$ cat src/sv/stst_pkg.sv
// Shared types, codes and constants of the section timing statistics table.
package stst_pkg;

    localparam int SLOT_COUNT_DEF = 64;
    localparam int KEY_BITS_DEF   = 32;
    localparam int KEY_PORT_BITS  = 32;
    localparam int TS_BITS        = 63;
    localparam int TIME_BITS      = 64;
    localparam int COUNT_BITS     = 32;
    localparam int STATUS_BITS    = 3;
    localparam int SLOT_OUT_BITS  = 6;

    localparam logic ACT_BEGIN = 1'b0;
    localparam logic ACT_END   = 1'b1;

    localparam logic [STATUS_BITS-1:0] ST_OK            = 3'd0;
    localparam logic [STATUS_BITS-1:0] ST_BEGIN_RUNNING = 3'd1;
    localparam logic [STATUS_BITS-1:0] ST_TABLE_FULL    = 3'd2;
    localparam logic [STATUS_BITS-1:0] ST_END_NO_SLOT   = 3'd3;
    localparam logic [STATUS_BITS-1:0] ST_END_IDLE      = 3'd4;

    localparam logic [TS_BITS-1:0]    TOTAL_MAX = {TS_BITS{1'b1}};
    localparam logic [COUNT_BITS-1:0] COUNT_MAX = {COUNT_BITS{1'b1}};

    typedef struct packed {
        logic [TS_BITS-1:0]    start;
        logic [TS_BITS-1:0]    total;
        logic [TIME_BITS-1:0]  min;
        logic [TIME_BITS-1:0]  max;
        logic [COUNT_BITS-1:0] count;
    } stat_rec_t;

    localparam stat_rec_t STAT_RESET = '{
        start: '0,
        total: '0,
        min:   '1,
        max:   '0,
        count: '0
    };

    typedef struct packed {
        logic en;
        logic claim;
        logic running;
    } cam_upd_t;

endpackage

$ cat src/sv/stst_alu.sv
// Statistics update for one finished run: saturating total, min, max and count.
module stst_alu (
    input  stst_pkg::stat_rec_t                 old_rec,
    input  logic [stst_pkg::TIME_BITS-1:0]      elapsed,
    output stst_pkg::stat_rec_t                 new_rec
);

    logic signed [stst_pkg::TIME_BITS:0] sum;

    assign sum = $signed({2'b00, old_rec.total}) + $signed({elapsed[stst_pkg::TIME_BITS-1], elapsed});

    always_comb
    begin
        new_rec = old_rec;
        if (sum[stst_pkg::TIME_BITS])
        begin
            new_rec.total = '0;
        end
        else if (sum[stst_pkg::TIME_BITS-1])
        begin
            new_rec.total = stst_pkg::TOTAL_MAX;
        end
        else
        begin
            new_rec.total = sum[stst_pkg::TS_BITS-1:0];
        end
        if ((old_rec.min == '1) || ($signed(elapsed) < $signed(old_rec.min)))
        begin
            new_rec.min = elapsed;
        end
        if ($signed(elapsed) > $signed(old_rec.max))
        begin
            new_rec.max = elapsed;
        end
        if (old_rec.count != stst_pkg::COUNT_MAX)
        begin
            new_rec.count = old_rec.count + 1'b1;
        end
    end

endmodule

$ cat config.mk
export PLATFORM = sky130hd
export DESIGN_NAME = stst_alu
export DESIGN_NICKNAME = d
export VERILOG_FILES = /design/src/sv/stst_pkg.sv /design/src/sv/stst_alu.sv
export SDC_FILE = /design/constraint.sdc
export NUM_CORES = 1
export LEC_CHECK = 0
export BUFFER_PORTS_ARGS = -buffer_cell sky130_fd_sc_hd__clkbuf_2
export CORE_AREA = 5 5 241 243
export DETAILED_ROUTE_END_ITERATION = 12
export DIE_AREA = 0 0 246 248
export GPL_TIMING_DRIVEN = 0
export PLACE_DENSITY = 0.47
export SETUP_SLACK_MARGIN = 0.2
export SYNTH_ARGS = -nofsm -noshare
export SYNTH_HDL_FRONTEND = slang
export SYNTH_SLANG_ARGS = --single-unit
$ cat constraint.sdc
create_clock -name vclk -period 2.9
set_input_delay 0.145 -clock vclk [all_inputs]
set_output_delay 0.145 -clock vclk [all_outputs]
set_load 0.005 [all_outputs]
Yosys cells after proc, flatten, opt, wreduce, memory -nomap -nowiden
Index checks and enable logic that the tools add are counted.
{"block": "op_classes", "reduce_logical": 1, "n_lt_le_gt_ge": 2, "n_eq_ne": 2, "mux": 5, "add_sub_neg": 2}
{"operator": "$mux 64", "n": 2}
{"operator": "$mux 63", "n": 2}
{"operator": "$add 64x64->65", "n": 1}
{"operator": "$eq 64x64->1 const B", "n": 1}
{"operator": "$gt 64x64->1", "n": 1}
{"operator": "$lt 64x64->1", "n": 1}
{"operator": "$add 32x1->32 const B", "n": 1}
{"operator": "$mux 32", "n": 1}
{"operator": "$ne 32x32->1 const B", "n": 1}
{"operator": "$logic_or 1x1->1", "n": 1}
{"block": "totals", "inputBits": 350, "word_cells": 12, "output_inout_bits": 286, "ff_bits": 0}

Logic depth before layout (Yosys ltp)
{"block": "depth", "word_depth": 3, "depth_mapped": 13, "mapped_depth_nobuf": 11}

Least setup slack after synthesis
OpenSTA, ideal clock, no wires.
{"block": "synth_timing", "path_type": "input port to output port", "start": "input port old_rec[160] in the netlist's numbering", "end": "output port new_rec[218] in the netlist's numbering", "t_arrival_ns": 2.723, "path_slack_ns": 0.032, "path_buffers": 0, "path_stages": 11, "cell_sequence": "ha_1 -> fa_1 -> a211o_1 -> o211ai_1 -> a2bb2oi_2 -> a31oi_1 -> o31ai_1 -> a31oi_1 -> o21ai_0 -> mux2i_1 -> a31oi_1"}
{"item": "start: declaration", "line": "stst_alu.sv:3", "source": "input stst_pkg::stat_rec_t old_rec,"}
{"item": "end: declaration", "line": "stst_alu.sv:5", "source": "output stst_pkg::stat_rec_t new_rec"}

==> impl_metrics.toml <==
[timing]
timing.final.crit_share_pct = 121.4
tightest_slew_ns = 0.6681
hold_viol = 0
fmax_ghz = 0.2840
fin_crit_ns = 3.521
finalSetupViolations = 191
finalWorstSetupSlack_ns = -0.6212
slew_headroom_pct = 54.83
grt_setup_unrepaired = "yes"
drv_slew = 0

[critical_path]
cp_slowest_cell = "fa_2"
critPathBufInv = 5
cp_slowest_stage_delay_ns = 0.35
startpoint_type = "input port"
crit_family = "compound AO/OA/AOI/OAI gates"
worst_ep_arrival_time_ns = 3.38
critPathRequiredTime_ns = 2.76
cp_common_cell = "buf_12"
path_max_fanout = 8
worstPathCellList = "clkbuf_16 > ha_4 > fa_2 > a211o_1 > o211ai_1 > a2bb2oi_4 > a21boi_4 > o41ai_4 > a31oi_4 > o31a_1 > o2111a_2 > buf_12 > buf_12 > buf_16 > a21oi_2 > buf_2"
cp-end-kind = "primary output"
critical_path_class = "in2out"

[route]
wirelength_mm = 64.09
ant_nets = 0
drc = 0
wire_per_inst_um = 22.44
via_per_inst = 4.791
drt_iter0_drc = 584
route.vias.total = 13683
first_pass_iters = 5

[yosys]
synth_area_um2 = 10660
synth_cells = 1442
synthTopCellsByArea = "ha_1 (22%), mux2_2 (14%), a21o_1 (5.6%), inv_1 (5.5%), a21oi_1 (5.4%)"
synth-seq-area-share_pct = 0
syn_nets = 1984
yosysTopAreaCell = "ha_1"
synth_top_area_share_pct = 22.41
avgSynthCellArea_um2 = 7.395
synth_cell_types = 72
yosys_warnings = 0
netlist_top_cells_count = "ha_1 (191), inv_1 (156), mux2_2 (130)"
yosysMostFrequentCell = "ha_1"

[run]
cap_violations = 0

[floorplanning]
die-area_um2 = 61010
std_cell_rows = 87
core_um2 = 55730
io_pins = 636
die_y_um = 248
dieWidth_um = 246
initial_core_util_pct = 19.13

[worst_hold_path]
min_path_type = "in2out"

[global_routing]
met1_usage_pct = 23.74
grt_util_met2_pct = 36.19
grt-busiest-layer = "met2"
grtUsageMet3_pct = 2.628
grt_pass1_vias = 13987
grt_max_degree = 11
grt_pass1_wl_mm = 89.45
track_usage_pct = 19.19
grt_overflow = 0
antenna_found_initial = 7

[run_status]
status = "finished with violations"
violations = "setup timing"

[layout]
drive_above_1_share_pct = 52.07
layout.nets = 2643
multi_input_area_um2 = 10550
register_area_um2 = 0
clock_buffers = 0
seq_cells = 0
area_delta_synth_final_pct = 66.58
final.fill_count = 5983
final_core_util_pct = 31.87

[power]
ir_drop_uv = 150.9
power_density_nw_per_um2 = 272.2
p_leak_nw = 8.963

[placed_design]
io_buffers = 573
pre_cts_slack_ns = -1.703
gp_congestion = 0.8995
dp_hpwl_mm = 54.02

[clock_network]
cts_hold_buf = 0
## stage by stage
stage                     instances  total power, mW  TNS, ns  instance area, µm²  hold slack, ns
after floorplan                1442            2.073        0               10830          0.3454
after global placement         2771            3.607  -231.36               14650          0.4623
after detailed placement       2771            3.633  -233.78               14650          0.4610
after CTS                      2831            4.629   -53.97               17030          0.4608
after global routing           2855            5.187   -71.85               17760          0.4625
final                          2856            4.835   -56.76               17760          0.4587
## kinds of logic (layout without fill, tap and decap cells)
logic type,after synthesis,after routing,share of synthesized area (%)
xor+xnor,87,87,7.321
buf+inv,277,934,12.94
simple gates,339,339,16.18
mux,132,132,13.92
compound gates,415,415,27.04
other cells,0,1,0
fa+ha+maj,192,192,22.60
## cell type report
type / count / area share (%)
multi-input combinational: 1165 / 59.36
timing repair buffer: 657 / 25.49
buffer: 121 / 6.487
tap: 756 / 5.325
inverter: 156 / 3.324
antenna: 1 / 0.01409
## where the power goes
part	switching, mW	internal (mW)	leakage [nW]
clock	0	0.0000000461	0.00000634
combinational	2.40	2.44	8.96
sequential	0	0	0
total	2.40	2.44	8.96
## path summary, 6_finish.rpt
path / from / end / depth (start not counted)
max: elapsed[0] / new_rec[168] / 16
min: old_rec[264] / new_rec[264] / 2
## metal layers
layer	up-vias	share of wire, %
li1	6566	-
met1	6548	42
met2	495	51
met3	62	5.6
met4	12	1.7
met5	-	0.13
## cells in the final DEF, fill, tap and decap left out, drive strengths merged, types with 5 or more instances in the layout
cell | Yosys | final
clkbuf | 22 | 513
buf | 99 | 265
ha | 191 | 191
a21oi | 174 | 174
inv | 156 | 156
mux2 | 130 | 130
nand2 | 91 | 91
a21o | 79 | 79
nand4 | 72 | 72
nor2 | 64 | 64
xnor2 | 56 | 56
o21ai | 51 | 51
nand3 | 34 | 34
xor2 | 31 | 31
o21bai | 18 | 18
nor3 | 16 | 16
a31oi | 14 | 14
o211ai | 12 | 12
nor4 | 12 | 12
and3 | 9 | 9
and4 | 8 | 8
o31ai | 8 | 8
o21a | 7 | 7
a221oi | 7 | 7
nor2b | 6 | 6
and2 | 6 | 6
a211oi | 6 | 6
nand2b | 5 | 5
or3 | 5 | 5
## what timing repair did
action	4_1_cts	5_1_grt
endpoints found under the setup margin	200	201
cloned	20	0
setup buffers	40	24
resized for setup	307	211
pin swaps	45	34
endpoints found under the hold margin	0	0
(Power assumes the default switching activity.)
