$ cat config.mk
export PLATFORM = sky130hd
export DESIGN_NAME = stst_cam
export DESIGN_NICKNAME = d
export VERILOG_FILES = /design/src/sv/stst_pkg.sv /design/src/sv/stst_cam.sv
export SDC_FILE = /design/constraint.sdc
export NUM_CORES = 2
export LEC_CHECK = 0
export BUFFER_PORTS_ARGS = -buffer_cell sky130_fd_sc_hd__buf_2
export CELL_PAD_IN_SITES_DETAIL_PLACEMENT = 1
export CELL_PAD_IN_SITES_GLOBAL_PLACEMENT = 2
export CORE_MARGIN = 2
export CORE_UTILIZATION = 41
export DETAILED_ROUTE_END_ITERATION = 16
export PLACE_DENSITY = 0.73
export SYNTH_ARGS = -nofsm -noshare
export SYNTH_HDL_FRONTEND = slang
export SYNTH_SLANG_ARGS = --single-unit
$ cat constraint.sdc
create_clock -name clk -period 1.4 [get_ports clk]
set_input_delay 0.07 -clock clk [delete_from_list [all_inputs] [get_ports clk]]
set_output_delay 0.07 -clock clk [all_outputs]
set_load 0.1 [all_outputs]
$ cat src/sv/stst_pkg.sv
// Shared types, codes and constants of the section timing statistics table.
package stst_pkg;

    localparam int SLOT_COUNT_DEF = 64;
    localparam int KEY_BITS_DEF   = 32;
    localparam int KEY_PORT_BITS  = 32;
    localparam int TS_BITS        = 63;
    localparam int TIME_BITS      = 64;
    localparam int COUNT_BITS     = 32;
    localparam int STATUS_BITS    = 3;
    localparam int SLOT_OUT_BITS  = 6;

    localparam logic ACT_BEGIN = 1'b0;
    localparam logic ACT_END   = 1'b1;

    localparam logic [STATUS_BITS-1:0] ST_OK            = 3'd0;
    localparam logic [STATUS_BITS-1:0] ST_BEGIN_RUNNING = 3'd1;
    localparam logic [STATUS_BITS-1:0] ST_TABLE_FULL    = 3'd2;
    localparam logic [STATUS_BITS-1:0] ST_END_NO_SLOT   = 3'd3;
    localparam logic [STATUS_BITS-1:0] ST_END_IDLE      = 3'd4;

    localparam logic [TS_BITS-1:0]    TOTAL_MAX = {TS_BITS{1'b1}};
    localparam logic [COUNT_BITS-1:0] COUNT_MAX = {COUNT_BITS{1'b1}};

    typedef struct packed {
        logic [TS_BITS-1:0]    start;
        logic [TS_BITS-1:0]    total;
        logic [TIME_BITS-1:0]  min;
        logic [TIME_BITS-1:0]  max;
        logic [COUNT_BITS-1:0] count;
    } stat_rec_t;

    localparam stat_rec_t STAT_RESET = '{
        start: '0,
        total: '0,
        min:   '1,
        max:   '0,
        count: '0
    };

    typedef struct packed {
        logic en;
        logic claim;
        logic running;
    } cam_upd_t;

endpackage

$ cat src/sv/stst_cam.sv
// Key match array with used and running flags per slot.
module stst_cam #(
    parameter int SLOT_COUNT = stst_pkg::SLOT_COUNT_DEF,
    parameter int KEY_W      = stst_pkg::KEY_BITS_DEF,
    parameter int IDX_W      = $clog2(SLOT_COUNT)
) (
    input  logic                 clk,
    input  logic                 rst_n,
    input  logic                 lookup_en,
    input  logic [KEY_W-1:0]     lookup_key,
    input  stst_pkg::cam_upd_t   upd,
    input  logic [IDX_W-1:0]     upd_idx,
    input  logic [KEY_W-1:0]     upd_key,
    output logic                 hit,
    output logic [IDX_W-1:0]     hit_idx,
    output logic                 hit_running,
    output logic                 free_any,
    output logic [IDX_W-1:0]     free_idx
);

    logic [KEY_W-1:0]      key_mem [SLOT_COUNT];
    logic [SLOT_COUNT-1:0] used_reg;
    logic [SLOT_COUNT-1:0] running_reg;
    logic [SLOT_COUNT-1:0] match_reg;
    logic [SLOT_COUNT-1:0] free_reg;
    logic [SLOT_COUNT-1:0] match_next;

    always_comb
    begin
        for (int i = 0; i < SLOT_COUNT; i++)
        begin
            match_next[i] = used_reg[i] && (key_mem[i] == lookup_key);
        end
    end

    always_ff @(posedge clk or negedge rst_n)
    begin
        if (!rst_n)
        begin
            used_reg    <= '0;
            running_reg <= '0;
            match_reg   <= '0;
            free_reg    <= '0;
        end
        else
        begin
            if (lookup_en)
            begin
                match_reg <= match_next;
                free_reg  <= ~used_reg;
            end
            if (upd.en)
            begin
                running_reg[upd_idx] <= upd.running;
                if (upd.claim)
                begin
                    used_reg[upd_idx] <= 1'b1;
                end
            end
        end
    end

    always_ff @(posedge clk)
    begin
        if (upd.en && upd.claim)
        begin
            key_mem[upd_idx] <= upd_key;
        end
    end

    // Keys of used slots are unique, so the match vector is at most one-hot.
    always_comb
    begin
        hit_idx  = '0;
        free_idx = '0;
        for (int i = 0; i < SLOT_COUNT; i++)
        begin
            if (match_reg[i])
            begin
                hit_idx = hit_idx | IDX_W'(i);
            end
        end
        for (int i = SLOT_COUNT - 1; i >= 0; i--)
        begin
            if (free_reg[i])
            begin
                free_idx = IDX_W'(i);
            end
        end
    end

    assign hit         = |match_reg;
    assign hit_running = |(match_reg & running_reg);
    assign free_any    = |free_reg;

endmodule

* After elaboration in Yosys (flattened, before gate mapping)
Memory sizes are Yosys's and may differ from the RTL's.
Cells that the tools add are included.
** Word-level totals
- Word-level logic and storage cells :: 279
- Latch bits :: 0
- Bits in writable memories :: 2048
- Output and inout bits :: 15
- ROM bits :: 0
- Memories :: 1
- Bits in registers :: 256
- Input bits :: 76
** Memory list
- key_mem :: depth 64, bits a word 32, read ports 64, clocked after Yosys merged registers in 0, wr ports 1, RTL line stst_cam.sv:21 : logic [KEY_W-1:0] key_mem [SLOT_COUNT];
** Cells by class
- $lt $le $gt $ge :: 2
- Reduce and logical (&&, ||, !) cells :: 70
- $add $sub $neg :: 0
- Eq/ne operators :: 65
- Bitwise operators :: 3
- Divide/modulo/power cells :: 0
- Multipliers :: 0
- Shift-type cells :: 0
- Muxes and demuxes :: 134
** Operators by type and width (count)
- equality test 32 bit :: 64
- two-way mux 6 bit :: 96
- OR reduction 64 bit :: 3
- two-way mux 64 bit :: 2
- two-way mux 5 bit :: 16
- logical AND 1 bit :: 66
- bitwise AND 64 bit :: 1
- bitwise mux 64 bit :: 1
- NOT 64 bit :: 1
- OR 64 bit :: 1
- two-way mux 4 bit :: 8
- two-way mux 3 bit :: 4
- < comparator 6 x 7 -> 1 bit (second input constant) :: 1
- demux 1 bit (select 6 bit) :: 1
- greater-or-equal comparator 6 x 1 -> 1 bit (second input constant) :: 1
- two-way mux 1 bit :: 4
- two-way mux 2 bit :: 2
- inequality test 2 bit (second input constant) :: 1
- AND reduction 2 bit :: 1

* Logic depth before layout (Yosys ltp)
- Depth in word-level cells :: 64
- Gate-level depth with buffers :: 8
- Gate-level depth less buffers :: 6

* Worst setup path before layout
Ideal clock, no wire load.
- Kind :: flip-flop to output port
- Start :: register free_reg[60]
- End :: output free_idx[1]
- Stages on the path, launching flop included :: 6
- Arrival :: 3.960 ns
- Required time :: 1.330 ns
- Setup slack :: -2.630 ns
- Buffers on the path :: 0
- Path through :: dfrtp_1 -> o311ai_0 -> a31oi_1 -> o31ai_1 -> a31oi_1 -> nor4_1
** Between the ends
- Cells in the longest elaborated chain, start to end :: 61
** Ends and longest elaborated chain
- from (decl) :: RTL line stst_cam.sv:25 : logic [SLOT_COUNT-1:0] free_reg;
- from (signal assigned) :: RTL line stst_cam.sv:50 : free_reg <= ~used_reg;
- two-way mux 6 bit (61 in series) :: RTL line stst_cam.sv:85 : if (free_reg[i])
- to (decl) :: RTL line stst_cam.sv:18 : output logic [IDX_W-1:0] free_idx
No other way between the ends.

* Worst setup path after layout
- Start :: register free_reg[57]
- End :: output free_idx[2]
** Between the ends
- Cells in the longest elaborated chain, start to end :: 58
** Ends and longest elaborated chain (RTL line)
- two-way mux 6 bit (58 in series) :: stst_cam.sv:85
No other way between the ends.

==> metrics <==
result of the run=complete, but fails checks; worst skew pair latency=0.93 ns; highest net fanout along the worst path=2; endpoints failing setup=901; number of vias in the routed layout=between 60000 and 70000; source of the worst register-to-register timing path=key_mem[17][16]; largest stage delay on the critical path=around 0.53 ns; library cell contributing the largest single delay on the critical path=or4_4; Most common cell on crit path=o211ai_1; net total in the final layout=7490; H-tree depth reported by CTS=4; capture endpoint of the worst hold path=running_reg[49]; Initial Utilization=41.3%; max FFs per register=2048; Remaining DRCs=0; Post-Route WL=between 300000 and 400000 µm; Placed Area=112000 µm²; CP arrival=3.03 ns; initial DRC count=around 8200; number of instances on the worst hold path=5; internal power component=about 120 mW; largest vdd supply drop=1.10 mV; clock transition at the register clock pins on the worst setup and hold paths after CTS=roughly 0.060 ns; number of flops mapped to enable cells by yosys=about 2000; share of power burned in registers=between 40% and 50%; number of ports placed on the die boundary=91; WS Path Type=reg -> out; antenna violations before repair=49; unrepaired setup endpoints after global routing=yes; sum of internal, switching and leakage power=~160 mW; number of global-route vias before repair=between 60000 and 70000; clock tree from TritonCTS=done; power density normalized to cell area=around 1300 nW/µm²; endpoint of the worst register-to-register path=match_reg[17]; master cell of the clock root buffer=clkbuf_16; warning count from the yosys run=0; register-to-register setup slack=-0.61 ns; total CTS buffers=between 200 and 250; max-slew violation count=0; overall die area=239000 µm²; part of the Yosys area used for sequential elements=a little over two thirds; post-synthesis cell type count=between 50 and 60; total nets after synthesis=about 6300; Cell Area, Synth=just under 100000 µm²; worst hold margin=-0.0474 ns; Post-Syn Area per Cell=15.6 µm²; first-pass GRT wire length=522000 µm; fraction of final layout cells with drive strength greater than 1=between 20 and 30%; overall die height=around 490 µm; via density per instance=5.80; worst hold path type=in -> reg; core area=around 230000 µm²; max_slew headroom=56.7%; FF-to-FF path depth=9; detailed placement HPWL=254000 µm; routability-driven placement congestion ratio=just under 0.9; Final TNS setup=-99.10 ns; async set-or-reset flop fraction in the synthesized netlist=11.1%; Gate Count Post-Synth=6191; min Tclk post-route=3.10 ns; Worst EP required=about 1.3 ns; remaining number of nets flagged by the antenna check after routing=0; final non-filler cell area=123000 µm²; GRT Residual Overflow=0; worst path cell trace=or4_4 > o211ai_1 > a21oi_1 > nor2_1 > o211ai_1 > buf_4 > a21boi_4 > buf_12; clock network fraction of design power=between 40% and 50%; number of buffer cells added on primary ports=90; layout overhead on the synthesized area=27.6%; start point of the worst hold path=upd_idx[0]; switching power=38.1 mW; maximum operating frequency=roughly 320 MHz; total clock sinks=roughly 2300; kind of end point of the critical path=output port; wire per inst=35.7 µm; final setup slack of the worst path=-1.70 ns; length of the first detailed-routing pass in iterations=6; worst-case clock skew=0.0521 ns; Horiz. Die Dim=around 500 µm; period utilization=221%; buffers from clock root to sink, at most=3; proportion of total power due to net switching=~25%; standard-cell rows=177; largest net degree at the start of global routing=70; Finished Core Util=between 50% and 60%; most instantiated flip-flop cell in the synthesis netlist=edfxtp_1; Final Hold Vio Count=1; fill cell count=21815; register containing the most flip-flops in the final layout=key_mem; synthesized flop and latch total=between 2000 and 2500; Overall Global Routing Usage=between 30% and 40%; Comb power frac=9.2%; violations in the final reports=negative hold slack, negative setup slack; slew at the pin closest to its max-slew limit=between 0.6 and 0.7 ns; number of max-cap violations=0; launching element type of the critical path=flip-flop; leakage power of the design=43.1 nW
[cells by family after synthesis]
| family | count (synthesis) | share of synthesized area (%) |
|---|---|---|
| flip-flops | 2304 | 70.5 |
| XOR/XNOR | 2034 | 18.5 |
| buffers and inverters | 369 | 1.97 |
| AND/OR/NAND/NOR | 1198 | 6.90 |
| AO/OA/AOI/OAI | 222 | 1.40 |
| multiplexers | 64 | 0.747 |
[synthesized netlist by cell type, types with 67 or more instances]
cell type  number  share of area (%)
nor4_1        402                2.6
nand4_1       225                1.5
buf_4          72               0.56
edfxtp_1     2048                 64
nor2_1        193               0.75
o21ai_0        75               0.39
nand3_1        81               0.42
a21oi_1        75               0.39
or2_2          67               0.44
dfrtp_1       256                6.7
buf_2         162               0.84
xnor2_1       436                4.0
inv_1          93               0.36
nor3_1        140               0.73
xor2_1       1598                 15
[cell usage in the layout (no fill, tap or decap), types with 34 or more instances in the layout]
cell type,n
dlygate4sd3_1,55
nor3_1,81
nor2_4,53
mux2_2,57
nor3_2,57
nor4_2,154
nor2_1,122
nor4_1,231
inv_1,92
xnor2_1,429
or2_2,67
dfrtp_1,245
xor2_1,1594
edfxtp_1,2048
buf_4,799
nand3_1,72
buf_6,84
o21ai_2,34
clkbuf_16,244
buf_12,301
clkinv_1,38
nand4_1,225
a21oi_1,74
nand2_1,50
clkbuf_1,70
[metrics by stage]
stage / setup WS (ns) / cells
after floorplan: -0.833 / 6191
after global placement: -1.24 / 10235
after detailed placement: -1.18 / 10235
after CTS: -1.87 / 10739
after global routing: -1.81 / 10748
final: -1.70 / 10752
[worst max-delay path, delay by kind of cell (launching register included)]
family | cells | cell delay, ns
AOI/OAI and AO/OA | 4 | 0.68
buffers and inverters | 2 | 0.42
DFF | 1 | 0.39
and+or+nand+nor | 2 | 0.65
[per-layer routing]
metal,GRT usage (%),vias to the layer above,share of wire (%)
met5,0,-,0.020
met2,50.8,3169,47
li1,-,24992,-
met4,9.45,10,3.4
met1,44.7,33624,41
met3,5.60,585,9.1
[power groups by stage]
stage | Sequential (mW) | Clock [mW] | Combinational, mW
after CTS | 76.5 | 65.1 | 14.0
after floorplan | 77.8 | 0 | 4.83
after global routing | 76.6 | 67.5 | 14.6
final | 76.6 | 64.8 | 14.3
after global placement | 77.9 | 0 | 13.3
after detailed placement | 77.9 | 0 | 13.5
[timing repair]
item,in CTS,in global routing
endpoints found under the setup margin,79,1145
setup buffers,9,5
endpoints found under the hold margin,2494,12
hold buffers,57,2
gates resized for setup,369,139
cloned,0,4
pin swaps,247,135
[layout make-up]
| type | count | area [µm²] | share of cell area, % |
|---|---|---|---|
| timing repair buffer | 1259 | 13800 | 11.2 |
| clock buffer | 329 | 6530 | 5.31 |
| tap | 3132 | 3920 | 3.19 |
| sequential | 2304 | 67900 | 55.3 |
| antenna | 5 | 12.5 | 0.0102 |
| multi-input combinational | 3518 | 29000 | 23.6 |
| clock inverter | 112 | 1340 | 1.09 |
| inverter | 93 | 352 | 0.286 |
[how the worst max path moves through the flow]
stage	start	endpoint	cells after the start
after global placement	free_reg[60]	free_idx[3]	9
after global routing	free_reg[56]	free_idx[1]	9
after CTS	free_reg[60]	free_idx[1]	8
after detailed placement	free_reg[58]	free_idx[3]	9
final	free_reg[57]	free_idx[2]	8
after floorplan	free_reg[60]	free_idx[1]	5
(Power assumes the default switching activity.)
